### src/tmcw_pkg.sv
`timescale 1ns / 1ps
// ----------------------------------------------------------------------------
// tmcw_pkg
// Shared types, codes and constants of the text mode console writer.
// ----------------------------------------------------------------------------
package tmcw_pkg;

    localparam int DEF_COLUMNS = 80;
    localparam int DEF_ROWS    = 25;
    localparam int QUEUE_DEPTH = 2;

    localparam logic [7:0]  RESET_COLOR = 8'h07;
    localparam logic [7:0]  BLANK_CHAR  = 8'h20;
    localparam logic [7:0]  BYTE_MASK   = 8'hFF;
    localparam logic [7:0]  CH_BS       = 8'd8;
    localparam logic [7:0]  CH_NL       = 8'd10;
    localparam logic [7:0]  CH_CR       = 8'd13;
    localparam logic [15:0] RESET_CELL  = {RESET_COLOR, BLANK_CHAR};

    typedef enum logic [2:0] {
        OP_READ,
        OP_BS,
        OP_NL,
        OP_CR,
        OP_PUT
    } t_op;

    typedef struct packed {
        t_op         op;
        logic [7:0]  char_code;
        logic [10:0] cell_address;
    } t_cmd;

    typedef enum logic [2:0] {
        ST_CLEAR,
        ST_IDLE,
        ST_EXEC,
        ST_RDWAIT,
        ST_COPY,
        ST_BLANK,
        ST_DONE
    } t_back_state;

    function automatic t_op classify(input logic mode, input logic [7:0] ch);
        t_op op;
        if (mode) begin
            op = OP_READ;
        end else begin
            case (ch & BYTE_MASK)
                CH_BS:   op = OP_BS;
                CH_NL:   op = OP_NL;
                CH_CR:   op = OP_CR;
                default: op = OP_PUT;
            endcase
        end
        return op;
    endfunction

endpackage

### src/tmcw_if.sv
`timescale 1ns / 1ps
// ----------------------------------------------------------------------------
// tmcw channel interfaces
// Valid/ready channels for input items, result items and the color register.
// ----------------------------------------------------------------------------
interface tmcw_in_if;
    logic        valid;
    logic        ready;
    logic        mode;
    logic [7:0]  char_code;
    logic [10:0] cell_address;

    modport source (output valid, mode, char_code, cell_address, input ready);
    modport sink   (input valid, mode, char_code, cell_address, output ready);
endinterface


### src/tmcw_front.sv
`timescale 1ns / 1ps
// ----------------------------------------------------------------------------
// tmcw_front
// Accepts input transactions, classifies the byte and registers the command.
// ----------------------------------------------------------------------------
module tmcw_front (
    input  logic          i_clk,
    input  logic          i_rst_n,
    tmcw_in_if.sink       i_in,
    output logic          o_push_valid,
    input  logic          i_push_ready,
    output tmcw_pkg::t_cmd o_push_cmd
);
    import tmcw_pkg::*;

    logic r_valid;
    t_cmd r_cmd;

    assign i_in.ready   = !r_valid || i_push_ready;
    assign o_push_valid = r_valid;
    assign o_push_cmd   = r_cmd;

    always_ff @(posedge i_clk) begin
        if (!i_rst_n) begin
            r_valid <= 1'b0;
        end else if (i_in.ready) begin
            r_valid <= i_in.valid;
        end
    end

    always_ff @(posedge i_clk) begin
        if (i_in.valid && i_in.ready) begin
            r_cmd.op           <= classify(i_in.mode, i_in.char_code);
            r_cmd.char_code    <= i_in.char_code;
            r_cmd.cell_address <= i_in.cell_address;
        end
    end

endmodule

### src/flat_wrapper.sv
// flat-port wrapper written by rule: the top's interface ports become plain ports
module tmcw_front_flat import tmcw_pkg::*;
  (i_clk, i_rst_n, o_push_valid, i_push_ready, o_push_cmd, i_in_valid, i_in_mode, i_in_char_code, i_in_cell_address, i_in_ready);
  tmcw_in_if i_in_i ();
  input  logic i_clk;
  input  logic i_rst_n;
  output logic o_push_valid;
  input  logic i_push_ready;
  output tmcw_pkg::t_cmd o_push_cmd;
  input wire logic [$bits(i_in_i.valid)-1:0] i_in_valid;
  input wire logic [$bits(i_in_i.mode)-1:0] i_in_mode;
  input wire logic [$bits(i_in_i.char_code)-1:0] i_in_char_code;
  input wire logic [$bits(i_in_i.cell_address)-1:0] i_in_cell_address;
  output wire logic [$bits(i_in_i.ready)-1:0] i_in_ready;
  assign i_in_i.valid = i_in_valid;
  assign i_in_i.mode = i_in_mode;
  assign i_in_i.char_code = i_in_char_code;
  assign i_in_i.cell_address = i_in_cell_address;
  assign i_in_ready = i_in_i.ready;
  tmcw_front u_core (.i_clk(i_clk), .i_rst_n(i_rst_n), .i_in(i_in_i), .o_push_valid(o_push_valid), .i_push_ready(i_push_ready), .o_push_cmd(o_push_cmd));
endmodule
### config.mk
export PLATFORM = sky130hd
export DESIGN_NAME = tmcw_front_flat
export DESIGN_NICKNAME = d
export VERILOG_FILES = /design/src/tmcw_pkg.sv /design/src/tmcw_if.sv /design/src/tmcw_front.sv /design/src/flat_wrapper.sv
export SDC_FILE = /design/constraint.sdc
export NUM_CORES = 1
export LEC_CHECK = 0
export BUFFER_PORTS_ARGS = -buffer_cell sky130_fd_sc_hd__buf_2
export CORE_MARGIN = 2
export CORE_UTILIZATION = 30
export DETAILED_ROUTE_END_ITERATION = 10
export MAX_ROUTING_LAYER = met4
export SETUP_SLACK_MARGIN = 0.4
export SKIP_LAST_GASP = 1
export SLEW_MARGIN = 20
export SYNTH_ARGS = -nofsm -noshare
export SYNTH_HDL_FRONTEND = slang
export SYNTH_SLANG_ARGS = --single-unit
### constraint.sdc
create_clock -name i_clk -period 1.8 [get_ports i_clk]
set_input_delay 0.36 -clock i_clk [delete_from_list [all_inputs] [get_ports i_clk]]
set_output_delay 0.36 -clock i_clk [all_outputs]
set_load 0.1 [all_outputs]
==> metrics.txt <==
CTS tree=built; CP Class=flop to output port; drt pass-1 iters=3; # H-tree levels=1; Buffers on Ports=47; I/O pin total=48; core footprint=2500 um2; DRC=0; startpoint types=flop; P&R area growth vs syn=47.0%; Final Instance Area=1180 um2; final wirelength=1330 um; Die H=55.7 um; antenna violations before repair=0; Setup Viol. Count Final=0; register area share after synthesis=roughly 85%; Post-Syn Area=802 um2; hpwl dp=about 1100 um; Reg clk slew, reported paths=110 ps; Final nets=between 100 and 150; initial core utilization=32.1%; Max-Cap Viols=0; Mapped Cells=38; antenna fix cells=0; Worst Hold Class=input pin to flop; largest vdd supply drop=0.463 mV; largest net degree at the start of global routing=23; total clock sinks=23; slowest stage delay, CP=between 300 and 400 ps; fin crit period=about 1300 ps; Longest Clk Path Bufs=2; total grt overflow=0; Final Wtd Congestion=around 0.62; worst reg-to-reg path cell count=2; Fmax achieved=758 MHz; CP required=1440 ps; Leak=0.484 nW; Setup crit end kind=output port; DR iter-0 viols=11; layout cells sized above 1=65.2%; Worst Skew=0.840 ps; DIE WIDTH=55.7 um; Synth Area per Inst=21.1 um2; FP Rows=18; Cell variety after synth=16; Fin Setup TNS=0 ps; Placed Area=1090 um2; Vias=511; Final ANT Viol Nets=0; FF+latch area=slightly below 700 um2; vias in the first global route=506; Critical-path top delay cell=dfxtp_4; area occupied by multi-input gates=128 um2; WL/cell=~11 um; CP Cell Sequence=nand2b_4 -> buf_6; Vias per Instance=4.29; first-pass GRT wire length=~2100 um; synthesis-stage register bit count=23; actual slew at the worst max-slew pin=285 ps; Total GRT Usage=under 10%; Worst path depth=2; total CTS buffers=3; RSZ-0062 raised after global routing=no; die area=3100 um2; synth warn=0; fin crit share=73.3%; Power Density=between 1000 and 1500 nW/um2; final total power=1.19 mW; FILL cells=220; CTS Root Cell=clkbuf_4; Slew HR=81.0%; Arrival @ worst endpoint=960 ps; Clock Latency Late Sink=290 ps; Cells on Worst Hold Path=1; outcome=completed; crit-path leading delay family=flip-flops; Final Hold Fails=0; synthesized net count=62; Final Max Tran Viols=0; worst path bufs/invs=1; CP Max Fanout=3
[cell usage in the layout, fill, tap and decap left out, drive strengths merged, types with 3 or more instances in the layout]
| cell type | count |
|---|---|
| nor2 | 3 |
| buf | 47 |
| clkbuf | 4 |
| edfxtp | 22 |
[synthesized netlist by cell type, drive strengths merged]
master	count	area share (%)
a211oi	1	0.94
a21boi	1	0.94
a41oi	1	2.0
and2	1	0.78
dfxtp	1	2.5
edfxtp	22	82
inv	1	0.47
nand2	1	0.47
nand2b	1	0.78
nand3	1	1.2
nand3b	1	0.94
nor2	3	3.3
nor4	1	1.6
o21ai	1	0.62
xor2	1	1.1
[worst paths after layout]
check | start | to | slack [ps]
max | u_core.o_push_valid | i_in_ready | 480
min | i_in_cell_address[3] | u_core.o_push_cmd[3] | 230
max reg2reg | u_core.o_push_valid | u_core.o_push_cmd[5] | 720
min reg2reg | u_core.o_push_valid | u_core.o_push_valid | 530
[area by class of cell]
type	instances	area share [%]
Clock buffer	4	2.23
Inverter	1	0.318
Multi-Input combinational cell	14	10.8
Sequential cell	23	58.1
Tap cell	30	3.18
Timing Repair Buffer	47	25.4
[stage by stage]
step,cells,utilization (%),hold WS [ps],setup slack (ps)
2_1_floorplan,38,-,459,394
3_3_place_gp,115,43.5,487,479
3_5_place_dp,115,43.5,513,475
4_1_cts,119,47.0,215,404
5_1_grt,119,47.1,204,438
6_report,119,47.1,229,480
[sequential cells by signal, indices dropped and copies added (netlist names)]
name and count:
u_core.o_push_valid 1, u_core.o_push_cmd 22
[routing by layer]
layer  wire length [um]  vias to the layer above  global-route usage [%]
met4                  0                        0                    4.18
met3                112                        0                    3.02
met1                451                      238                    9.12
li1                   -                      251                       -
met2                770                       22                    16.3
met5                  0                        -                       -
[kinds of logic (layout without fill, tap and decap cells)]
family                    after synthesis  in the layout  synth area share [%]
AOI/OAI and AO/OA                       4              4                  4.52
xor gates and xnor gates                1              1                  1.09
buffers and inverters                   1             52                 0.468
DFF                                    23             23                  84.9
and+or+nand+nor                         9              9                  9.05
[report_power, final]
| part | internal [mW] | switching [mW] | total (mW) | leakage, nW |
|---|---|---|---|---|
| Clock | 0.0862 | 0.139 | 0.225 | 0.0150 |
| Combinational | 0.0660 | 0.267 | 0.333 | 0.247 |
| Sequential | 0.621 | 0.00873 | 0.630 | 0.222 |
| Total | 0.773 | 0.415 | 1.19 | 0.484 |
[repair_timing]
action | CTS | global route
setup buffers | 0 | 0
endpoints found under the hold margin | 0 | 0
cloned | 0 | 0
endpoints found under the setup margin | 24 | 1
hold buffers | 0 | 0
gates resized for setup | 24 | 1
Note: power is estimated with default switching activity, not from simulation.
