File: config.mk
export PLATFORM = sky130hd
export DESIGN_NAME = tmcw_queue
export DESIGN_NICKNAME = d
export VERILOG_FILES = /design/src/tmcw_pkg.sv /design/src/tmcw_queue.sv
export SDC_FILE = /design/constraint.sdc
export NUM_CORES = 1
export LEC_CHECK = 0
export BUFFER_PORTS_ARGS = -buffer_cell sky130_fd_sc_hd__buf_2
export CORE_MARGIN = 2
export CORE_UTILIZATION = 45
export DETAILED_ROUTE_END_ITERATION = 7
export PLACE_DENSITY = 0.82
export SLEW_MARGIN = 10
export SYNTH_ARGS = -nofsm -noshare
export SYNTH_HDL_FRONTEND = slang
export SYNTH_SLANG_ARGS = --single-unit
File: constraint.sdc
create_clock -name i_clk -period 1.6 [get_ports i_clk]
set_input_delay 0.48 -clock i_clk [delete_from_list [all_inputs] [get_ports i_clk]]
set_output_delay 0.48 -clock i_clk [all_outputs]
set_load 0.005 [all_outputs]
File: src/tmcw_pkg.sv
`timescale 1ns / 1ps
// ----------------------------------------------------------------------------
// tmcw_pkg
// Shared types, codes and constants of the text mode console writer.
// ----------------------------------------------------------------------------
package tmcw_pkg;

    localparam int DEF_COLUMNS = 80;
    localparam int DEF_ROWS    = 25;
    localparam int QUEUE_DEPTH = 2;

    localparam logic [7:0]  RESET_COLOR = 8'h07;
    localparam logic [7:0]  BLANK_CHAR  = 8'h20;
    localparam logic [7:0]  BYTE_MASK   = 8'hFF;
    localparam logic [7:0]  CH_BS       = 8'd8;
    localparam logic [7:0]  CH_NL       = 8'd10;
    localparam logic [7:0]  CH_CR       = 8'd13;
    localparam logic [15:0] RESET_CELL  = {RESET_COLOR, BLANK_CHAR};

    typedef enum logic [2:0] {
        OP_READ,
        OP_BS,
        OP_NL,
        OP_CR,
        OP_PUT
    } t_op;

    typedef struct packed {
        t_op         op;
        logic [7:0]  char_code;
        logic [10:0] cell_address;
    } t_cmd;

    typedef enum logic [2:0] {
        ST_CLEAR,
        ST_IDLE,
        ST_EXEC,
        ST_RDWAIT,
        ST_COPY,
        ST_BLANK,
        ST_DONE
    } t_back_state;

    function automatic t_op classify(input logic mode, input logic [7:0] ch);
        t_op op;
        if (mode) begin
            op = OP_READ;
        end else begin
            case (ch & BYTE_MASK)
                CH_BS:   op = OP_BS;
                CH_NL:   op = OP_NL;
                CH_CR:   op = OP_CR;
                default: op = OP_PUT;
            endcase
        end
        return op;
    endfunction

endpackage

File: src/tmcw_queue.sv
`timescale 1ns / 1ps
// ----------------------------------------------------------------------------
// tmcw_queue
// Short command queue between the front and the back.
// ----------------------------------------------------------------------------
module tmcw_queue #(
    parameter int DEPTH = tmcw_pkg::QUEUE_DEPTH
) (
    input  logic           i_clk,
    input  logic           i_rst_n,
    input  logic           i_push_valid,
    output logic           o_push_ready,
    input  tmcw_pkg::t_cmd i_push_cmd,
    output logic           o_pop_valid,
    input  logic           i_pop_ready,
    output tmcw_pkg::t_cmd o_pop_cmd
);
    import tmcw_pkg::*;

    localparam int IDX_W = $clog2(DEPTH);
    localparam int CNT_W = $clog2(DEPTH + 1);
    localparam logic [IDX_W-1:0] LAST_IDX = IDX_W'(DEPTH - 1);
    localparam logic [CNT_W-1:0] FULL_CNT = CNT_W'(DEPTH);

    t_cmd             r_slot [DEPTH];
    logic [IDX_W-1:0] r_wr_ptr, n_wr_ptr;
    logic [IDX_W-1:0] r_rd_ptr, n_rd_ptr;
    logic [CNT_W-1:0] r_count, n_count;
    logic             push, pop;

    assign o_push_ready = (r_count != FULL_CNT);
    assign o_pop_valid  = (r_count != '0);
    assign o_pop_cmd    = r_slot[r_rd_ptr];
    assign push         = i_push_valid && o_push_ready;
    assign pop          = o_pop_valid && i_pop_ready;

    always_comb begin
        n_wr_ptr = r_wr_ptr;
        n_rd_ptr = r_rd_ptr;
        n_count  = r_count;
        if (push) begin
            n_wr_ptr = (r_wr_ptr == LAST_IDX) ? '0 : r_wr_ptr + 1'b1;
        end
        if (pop) begin
            n_rd_ptr = (r_rd_ptr == LAST_IDX) ? '0 : r_rd_ptr + 1'b1;
        end
        if (push && !pop) begin
            n_count = r_count + 1'b1;
        end else if (pop && !push) begin
            n_count = r_count - 1'b1;
        end
    end

    always_ff @(posedge i_clk) begin
        if (!i_rst_n) begin
            r_wr_ptr <= '0;
            r_rd_ptr <= '0;
            r_count  <= '0;
        end else begin
            r_wr_ptr <= n_wr_ptr;
            r_rd_ptr <= n_rd_ptr;
            r_count  <= n_count;
        end
    end

    always_ff @(posedge i_clk) begin
        if (push) begin
            r_slot[r_wr_ptr] <= i_push_cmd;
        end
    end

endmodule

==> results of run 1 <==
==> cells by family after synthesis <==
group | synth area share (%)
buf+inv | 0.755
compound gates | 1.92
mux | 13.6
flops | 78.0
xor+xnor | 1.44
simple gates | 3.57
fa+ha+maj | 0.687
==> state kept, by name, indices dropped and copies added, names as in the netlist, named ones only <==
register / cells
r_rd_ptr: 1
r_wr_ptr: 1
r_count: 2
r_slot: 44
==> synth_stat cells <==
| master | count | share of area, % |
|---|---|---|
| o21ai_0 | 1 | 0.27 |
| inv_1 | 1 | 0.21 |
| a21boi_0 | 1 | 0.41 |
| or2_2 | 1 | 0.34 |
| xnor2_1 | 2 | 0.96 |
| mux2_2 | 22 | 14 |
| nand2b_4 | 1 | 0.76 |
| buf_2 | 2 | 0.55 |
| a21bo_2 | 1 | 0.55 |
| nand3b_1 | 1 | 0.41 |
| a21boi_1 | 1 | 0.41 |
| dfxtp_1 | 5 | 5.5 |
| and2_1 | 4 | 1.4 |
| or3_1 | 1 | 0.34 |
| and3_1 | 1 | 0.34 |
| o21ai_1 | 1 | 0.27 |
| edfxtp_1 | 44 | 73 |
| xor2_1 | 1 | 0.48 |
| ha_1 | 1 | 0.69 |
==> what timing repair did <==
action / 4_1_cts / 5_1_grt
setup endpoints to repair: 22 / 24
pin swaps: 0 / 1
endpoints found under the hold margin: 0 / 0
gates resized for setup: 54 / 5
gates cloned: 2 / 0
hold buffers: 0 / 0
==> metal layers <==
metal  part of all wire (%)  track usage (%)  wire length [µm]  vias to the layer above
met5                      0                0                 0                        -
met2                     55             27.7              1790                       30
li1                       -                -                 -                      478
met3                    7.0             6.50               226                        3
met4                   0.87             3.83                28                        0
met1                     37             17.7              1190                      499
==> power groups by stage <==
stage          clock network [mW]  registers [mW]  logic (mW)
2_1_floorplan                   0            1.69       0.537
3_3_place_gp                    0            1.69       0.857
3_5_place_dp                    0            1.71       0.901
4_1_cts                     0.863            1.71        1.34
5_1_grt                     0.922            1.73        1.46
6_report                    0.844            1.71        1.35
==> worst reg2reg max path, delay by kind of cell (launching register included) <==
kind	cells	cell delay (ps)
AND/OR/NAND/NOR	3	640
flip-flops	1	370
adder cells (fa/ha/maj)	1	160
XOR/XNOR	1	150
AO/OA/AOI/OAI	1	120
==> worst paths after layout <==
path | endpoint | slack [ps] | depth (start not counted)
hold reg to reg | r_count[1]$_SDFFE_PN0P_ | 520 | 2
setup / recovery | o_pop_cmd[2] | -150 | 3
hold / removal | r_slot[1][6]$_DFFE_PP_ | 370 | 1
setup reg to reg | r_count[1]$_SDFFE_PN0P_ | 90 | 6
==> metrics by stage <==
step	setup slack, ps	cells	total power, mW	setup TNS [ps]
final	-153	206	3.91	-3100
after global routing	-191	206	4.12	-4060
after CTS	-172	206	3.91	-3610
after detailed placement	-21.3	196	2.61	-21.3
after global placement	38.8	196	2.55	0
after floorplan	49.7	92	2.23	0
==> layout make-up <==
class | instances | area (µm²) | share of cell area [%]
clock inverter | 3 | 41.3 | 1.61
inverter | 1 | 3.75 | 0.146
timing repair buffer | 58 | 477 | 18.6
tap | 50 | 62.6 | 2.44
sequential | 49 | 1430 | 55.8
multi-input combinational | 40 | 482 | 18.8
clock buffer | 5 | 68.8 | 2.68
==> out/metrics.yaml, run 1 <==
power:
  swShare_pct: 24.7
  power_density_mw_per_mm2: 1520
  p_sw_mw: 0.966
  ir_worst_vdd_uv: 824
  seqPwrFrac_pct: 43.8
  leakage_nw: 1.02
  combPwrFrac_pct: 34.6
  p_int_mw: 2.94
  p_clk_share_pct: 21.6
route:
  drc: 0
  drtIter0Drc: 48
  routed_wl_mm: 3.23
  ant_nets: 0
  first_pass_iters: 4
  viasPerCell: 4.90
  vias: 1010
  avgRoutedWirePerCell_um: 15.7
synth:
  syn_nets: 119
  synthDistinctLibCells: 19
  ys_ff_latch: 49
  seq_area_frac_synth_pct: 78.0
  syn_avg_cell_area_um2: 19.8
  synthesis.area_mm2: 0.00182
  synthCells: 92
  ys_warn_count: 0
place:
  dp_hpwl_mm: 2.23
  dpl_cell_area_mm2: 0.00217
  gp_congestion: 0.650
  port_buffers: 49
cts:
  cts_buffers: 5
  cts_setup_buffers: 0
  h-tree-depth: 2
  ctsRootBufferMaster: "clkbuf_8"
  clk_latency_ps: 300
  cts_tree: "done"
  clk_pin_slew_ps: 80
  clock_sinks: 49
  clock_path_buffers: 2
global_route:
  track_usage_pct: 15.8
  grt_pass1_vias: 1040
  gr-total-overflow: 0
  grt_max_degree: 16
  grt_pass1_wl_mm: 5.01
  antenna_found_initial: 0
sta:
  fin_crit_sh_pct: 110
  period_needed_ps: 1750
  hold_viol: 0
  hold_ws_ps: 367
  fmaxAchievable_mhz: 570
  worstMarginPinSlew_ps: 288
  finalMaxSlewViolations: 0
  rsz0062_at_grt: "yes"
  setup_viol: 22
  relSlewSlack_pct: 80.7
  setup_slack_ps: -153
  clock_skew_ps: 2.27
critical_path:
  critical-path-top-delay-family: "flip-flops"
  slowest_delay_ps: 400
  timing_worst_setup_path_type: "register to primary output"
  worstPathArrival_ps: 1270
  crit_path_start_kind: "register"
  cp.required_ps: 1120
  crit_fanout: 6
  cp_slowest_cell: "dfxtp_4"
  path_cells: "buf_8 > mux2_4 > buf_6"
  endpoint_kind: "primary output"
  reg2reg_from: "r_count[0]$_SDFFE_PN0P_"
  cp_num_buf_inv: 2
run:
  maxCapViolCount: 0
final_layout:
  layout.nets: 182
  drive_above_1_share_pct: 60.3
  fin_util_pct: 65.1
  fillers: 276
  design_area_mm2: 0.00256
  layout_common_cells: "edfxtp_1, buf_2, buf_6"
  layout_commonest_cell: "edfxtp_1"
  n_antenna_cell: 0
  syn2layout_area_growth_pct: 40.8
floorplan:
  die_area_mm2: 0.00457
  initial_core_util_pct: 46.2
  io_pins: 50
  coreArea_mm2: 0.00394
  dieHeight_um: 67.6
  rows: 23
  die_x_um: 67.6
min_path:
  worst_hold_path_type: "input port to register"
  worstHoldStart: "i_push_cmd[6]"
status:
  violations: "negative setup slack"
  status: "finished, violations left"
Power figures use the tool's default switching activity.
==> run 2: changes to the inputs <==
Settings changed: PLACE_DENSITY 0.82 to 0.76.
==> run 2 against run 1 <==
  * The flow still finishes with violations (negative setup slack)
  * First-iteration DRC count down 15%
  * Register-to-register slack about the same
  * Sequential power about the same
  * Hold slack better by 2.0 ps
  * Largest power group unchanged
  * Largest cell class unchanged
  * Die area unchanged
  * Critical path depth unchanged
  * Clock-buffer cell count unchanged
  * Clock skew up 5.1 ps
  * Global-route usage down 1.7 points
  * Routed wire length down 4.7%
  * Setup slack better by 1.7 ps
==> out/metrics.yaml, run 2 (synthesis results as in run 1) <==
status:
  status: "finished, violations left"
  violations: "negative setup slack"
critical_path:
  worstPathArrival_ps: 1270
  ff2ff_path_depth: 6
  endpoint_kind: "primary output"
  timing_worst_setup_path_type: "register to primary output"
  crit_path_start_kind: "register"
  cp.required_ps: 1120
  crit_fanout: 6
cts:
  clk_pin_slew_ps: 90
  clock_sinks: 49
  cts_tree: "done"
  ctsRootBufferMaster: "clkbuf_8"
  h-tree-depth: 2
  clk_latency_ps: 290
  cts_setup_buffers: 0
  clock_path_buffers: 2
  cts_hold_buf: 0
  cts_buffers: 5
sta:
  period_needed_ps: 1750
  finalMaxSlewViolations: 0
  worstMarginPinSlew_ps: 332
  setup_slack_ps: -151
  fmaxAchievable_mhz: 571
  clock_skew_ps: 7.37
  setup_viol: 22
  fin_crit_sh_pct: 109
  hold_viol: 0
  rsz0062_at_grt: "yes"
  relSlewSlack_pct: 77.7
final_layout:
  fin_util_pct: 64.7
  n_antenna_cell: 0
  largest_register: "r_slot"
  fillers: 279
  layout_commonest_cell: "edfxtp_1"
  layout.nets: 181
  reg.largest.list: "r_slot (44), r_count (2)"
  fin_cells: 205
  drive_above_1_share_pct: 61.3
  largest_register_ff_count: 44
  layout_common_cells: "edfxtp_1, buf_2, mux2_4, buf_6"
  syn2layout_area_growth_pct: 40.1
place:
  gp_congestion: 0.676
  dp_hpwl_mm: 2.12
  pre_cts_ws_ps: -25.2
  placed_cells: 196
  port_buffers: 49
route:
  wl_met2_mm: 1.70
  first_pass_iters: 4
  ant_nets: 0
  wl_met3_um: 156
  vias: 1002
  wl_met1_mm: 1.21
  top_layer: "met4"
  viasPerCell: 4.89
  routed_wl_mm: 3.08
  drc: 0
  avgRoutedWirePerCell_um: 15.0
  drtIter0Drc: 41
floorplan:
  dieHeight_um: 67.6
  rows: 23
  io_pins: 50
  coreArea_mm2: 0.00394
  die_area_mm2: 0.00457
  initial_core_util_pct: 46.2
  die_x_um: 67.6
power:
  ir_worst_vdd_uv: 886
  leakage_nw: 1.02
  power_density_mw_per_mm2: 1570
global_route:
  antenna_found_initial: 0
  grt_max_degree: 16
  grt_pass1_vias: 996
  track_usage_pct: 14.1
  gr-total-overflow: 0
  grt_pass1_wl_mm: 4.47
min_path:
  min_path_cells: 1
  worst_hold_path_type: "input port to register"
run:
  maxCapViolCount: 0
==> run 2: cell type report <==
class,instances,area [µm²],share of cell area [%]
flip-flops and latches,49,1430,55.9
multi-input cells,40,480,18.8
repair buffers,57,444,17.4
clock buffers,5,68.8,2.70
clock inverters,3,65.1,2.55
well taps,50,62.6,2.45
inverters,1,3.75,0.147
==> run 2: stage by stage <==
step | TNS [ps] | power (mW) | cell area (µm²) | hold WS (ps)
floorplan | 0 | 2.23 | 1820 | 512
global route | -3910 | 4.19 | 2550 | 357
CTS | -3340 | 3.82 | 2430 | 358
finish | -2660 | 3.99 | 2550 | 368
detailed placement | -25.2 | 2.61 | 2170 | 555
global placement | 0 | 2.55 | 2170 | 523
==> run 2: path summary, 6_finish.rpt <==
| check | slack (ps) | startpoint | endpoint |
|---|---|---|---|
| worst max-delay path | -150 | register | o_pop_cmd[12] |
| worst min-delay path | 370 | i_push_cmd[6] | r_slot[0][6]$_DFFE_PP_ |
| worst max register to register | 100 | r_count[0]$_SDFFE_PN0P_ | r_count[1]$_SDFFE_PN0P_ |
| worst min register to register | 530 | r_count[1]$_SDFFE_PN0P_ | r_count[1]$_SDFFE_PN0P_ |
==> run 2: per-layer routing <==
metal | vias to the layer above | track usage (%)
met5 | - | 0
met1 | 497 | 15.9
met4 | 0 | 4.59
met3 | 2 | 5.67
met2 | 28 | 24.1
li1 | 475 | -
==> run 2: what timing repair did <==
| item | CTS | global route |
|---|---|---|
| pin swaps | 0 | 0 |
| cloned | 1 | 0 |
| endpoints found under the hold margin | 0 | 0 |
| resized for setup | 27 | 25 |
| endpoints found under the setup margin | 23 | 24 |
==> run 2: report_power, final <==
part           internal [mW]  total [mW]  switching (mW)
combinational          0.820        1.30           0.481
sequential              1.61        1.70          0.0887
clock                  0.620       0.990           0.370
total                   3.05        3.99           0.940
==> run 2: critical path, stage by stage, from the launching register on <==
cell and delay (ps):
dfxtp_4 380, buf_6 150, mux2_2 330, buf_2 120
==> run 3: changes to the inputs <==
Settings changed: CORE_ASPECT_RATIO set to 0.8, SLEW_MARGIN 10 to 20.
==> run 3 against run 2 <==
  * The run still ends with negative setup slack left
  * Setup slack got worse by 2.4 ps
  * Die area about the same
  * Hold slack improved by 13 ps
  * Sequential power about the same
  * Global-route usage increased by 0.39 points
  * Highest routed layer unchanged
==> out/metrics.yaml, run 3 (synthesis results as in run 1) <==
status:
  status: "finished, violations left"
  violations: "negative setup slack"
power:
  p_sw_mw: 0.851
  p_clk_share_pct: 18.8
  combPwrFrac_pct: 31.2
  p_int_mw: 2.52
  seqPwrFrac_pct: 50.0
  power_density_mw_per_mm2: 1440
  leakage_nw: 0.896
  power_mw: 3.37
  ir_worst_vdd_uv: 784
  swShare_pct: 25.3
floorplan:
  initial_core_util_pct: 47.6
  coreArea_mm2: 0.00383
  dieHeight_um: 60.9
  die_area_mm2: 0.00458
  die_x_um: 75.1
  io_pins: 50
  rows: 20
final_layout:
  fin_util_pct: 61.1
  largest_register: "r_slot"
  n_antenna_cell: 0
  multi_input_area_um2: 413
  seq_area_mm2: 0.00143
  fin_cells: 209
  layout_common_cells: "buf_2, edfxtp_1, mux2_2"
  layout.nets: 182
  fillers: 305
  design_area_mm2: 0.00234
  drive_above_1_share_pct: 61.0
  reg.largest.list: "r_slot (44), r_count (2)"
  largest_register_ff_count: 44
  layout_commonest_cell: "buf_2"
  syn2layout_area_growth_pct: 28.4
critical_path:
  r2r_slack_ps: 110
  timing_worst_setup_path_type: "register to primary output"
  rr_endpoint: "r_count[1]$_SDFFE_PN0P_"
  path_cells: "buf_12 > mux2_2 > buf_2"
  cp.required_ps: 1120
  crit_fanout: 18
  ff2ff_path_depth: 6
  crit_path_start_kind: "register"
  endpoint_kind: "primary output"
  worstPathArrival_ps: 1270
  reg2reg_from: "r_count[0]$_SDFFE_PN0P_"
  cp_slowest_cell: "dfxtp_2"
  slowest_delay_ps: 350
sta:
  setup_slack_ps: -154
  finalSetupTns_ps: -2920
  rsz0062_at_grt: "yes"
  relSlewSlack_pct: 87.2
  clock_skew_ps: 4.82
  setup_viol: 22
  fmaxAchievable_mhz: 570
  period_needed_ps: 1750
  finalMaxSlewViolations: 0
  hold_ws_ps: 381
  fin_crit_sh_pct: 110
  hold_viol: 0
  worstMarginPinSlew_ps: 190
cts:
  cts_tree: "done"
  h-tree-depth: 2
  clock_path_buffers: 2
  clock_sinks: 49
  cts_buffers: 5
  clk_pin_slew_ps: 80
  ctsRootBufferMaster: "clkbuf_8"
  clk_latency_ps: 290
min_path:
  min_to: "r_slot[1][14]$_DFFE_PP_"
  min_path_cells: 1
  worst_hold_path_type: "input port to register"
  worstHoldStart: "i_push_cmd[14]"
route:
  viasPerCell: 4.83
  drc: 0
  avgRoutedWirePerCell_um: 14.8
  vias: 1009
  routed_wl_mm: 3.09
  first_pass_iters: 4
  drtIter0Drc: 69
  ant_nets: 0
global_route:
  grt_pass1_wl_mm: 4.51
  grt_pass1_vias: 984
  track_usage_pct: 14.5
  gr-total-overflow: 0
  grt_max_degree: 19
  antenna_found_initial: 0
place:
  dpl_cell_area_mm2: 0.00221
  gp_congestion: 0.615
  port_buffers: 49
  pre_cts_ws_ps: -29.7
  dp_hpwl_mm: 2.24
  placed_cells: 202
run:
  maxCapViolCount: 0
-- run 3: changes by cell type in the layout (fill, tap and decap cells not counted), moves of 2 or more --
cell,before,now
mux2_2,1,20
buf_6,21,3
buf_2,30,47
bufinv_16,2,0
mux2_4,21,2
-- run 3: cell type report --
cell class                      count  area share, %
Timing Repair Buffer               58           15.1
Sequential cell                    49           60.9
Clock inverter                      1          0.214
Tap cell                           55           2.94
Clock buffer                        5           2.94
Inverter                            1          0.161
Multi-Input combinational cell     40           17.7
-- run 3: power groups by stage --
stage | sequential [mW] | combinational, mW | clock, mW
floorplan | 1.69 | 0.537 | 0
CTS | 1.68 | 1.03 | 0.655
detailed placement | 1.70 | 0.970 | 0
global placement | 1.69 | 0.931 | 0
finish | 1.68 | 1.05 | 0.632
global route | 1.70 | 1.15 | 0.705
-- run 3: layer usage --
metal  track usage (%)  part of all wire (%)  vias to the layer above
met5                 0                     0                        -
met3              6.15                   5.4                        4
met2              26.1                    56                       32
met1              15.3                    38                      498
li1                  -                     -                      475
met4              5.26                   1.3                        0
-- run 3: how the worst max path moves through the flow --
stage                                    endpoint  slack [ps]  cells past startpoint
after global routing                o_pop_cmd[19]        -210                      3
final                                o_pop_cmd[4]        -150                      3
after CTS                            o_pop_cmd[9]        -180                      3
after floorplan            r_slot[1][0]$_DFFE_PP_          50                      2
after global placement    r_count[1]$_SDFFE_PN0P_          40                      5
after detailed placement  r_count[1]$_SDFFE_PN0P_         -30                      5
-- run 3: critical path, delay by kind of cell (launching register included) --
| kind | cells | cell delay (ps) |
|---|---|---|
| buffers and inverters | 2 | 290 |
| muxes | 1 | 350 |
| DFF | 1 | 350 |
-- run 3: what timing repair did --
action	CTS	global route
setup buffers	1	0
resized for setup	7	4
setup endpoints to repair	24	23
pin swaps	0	1
hold buffers	0	0
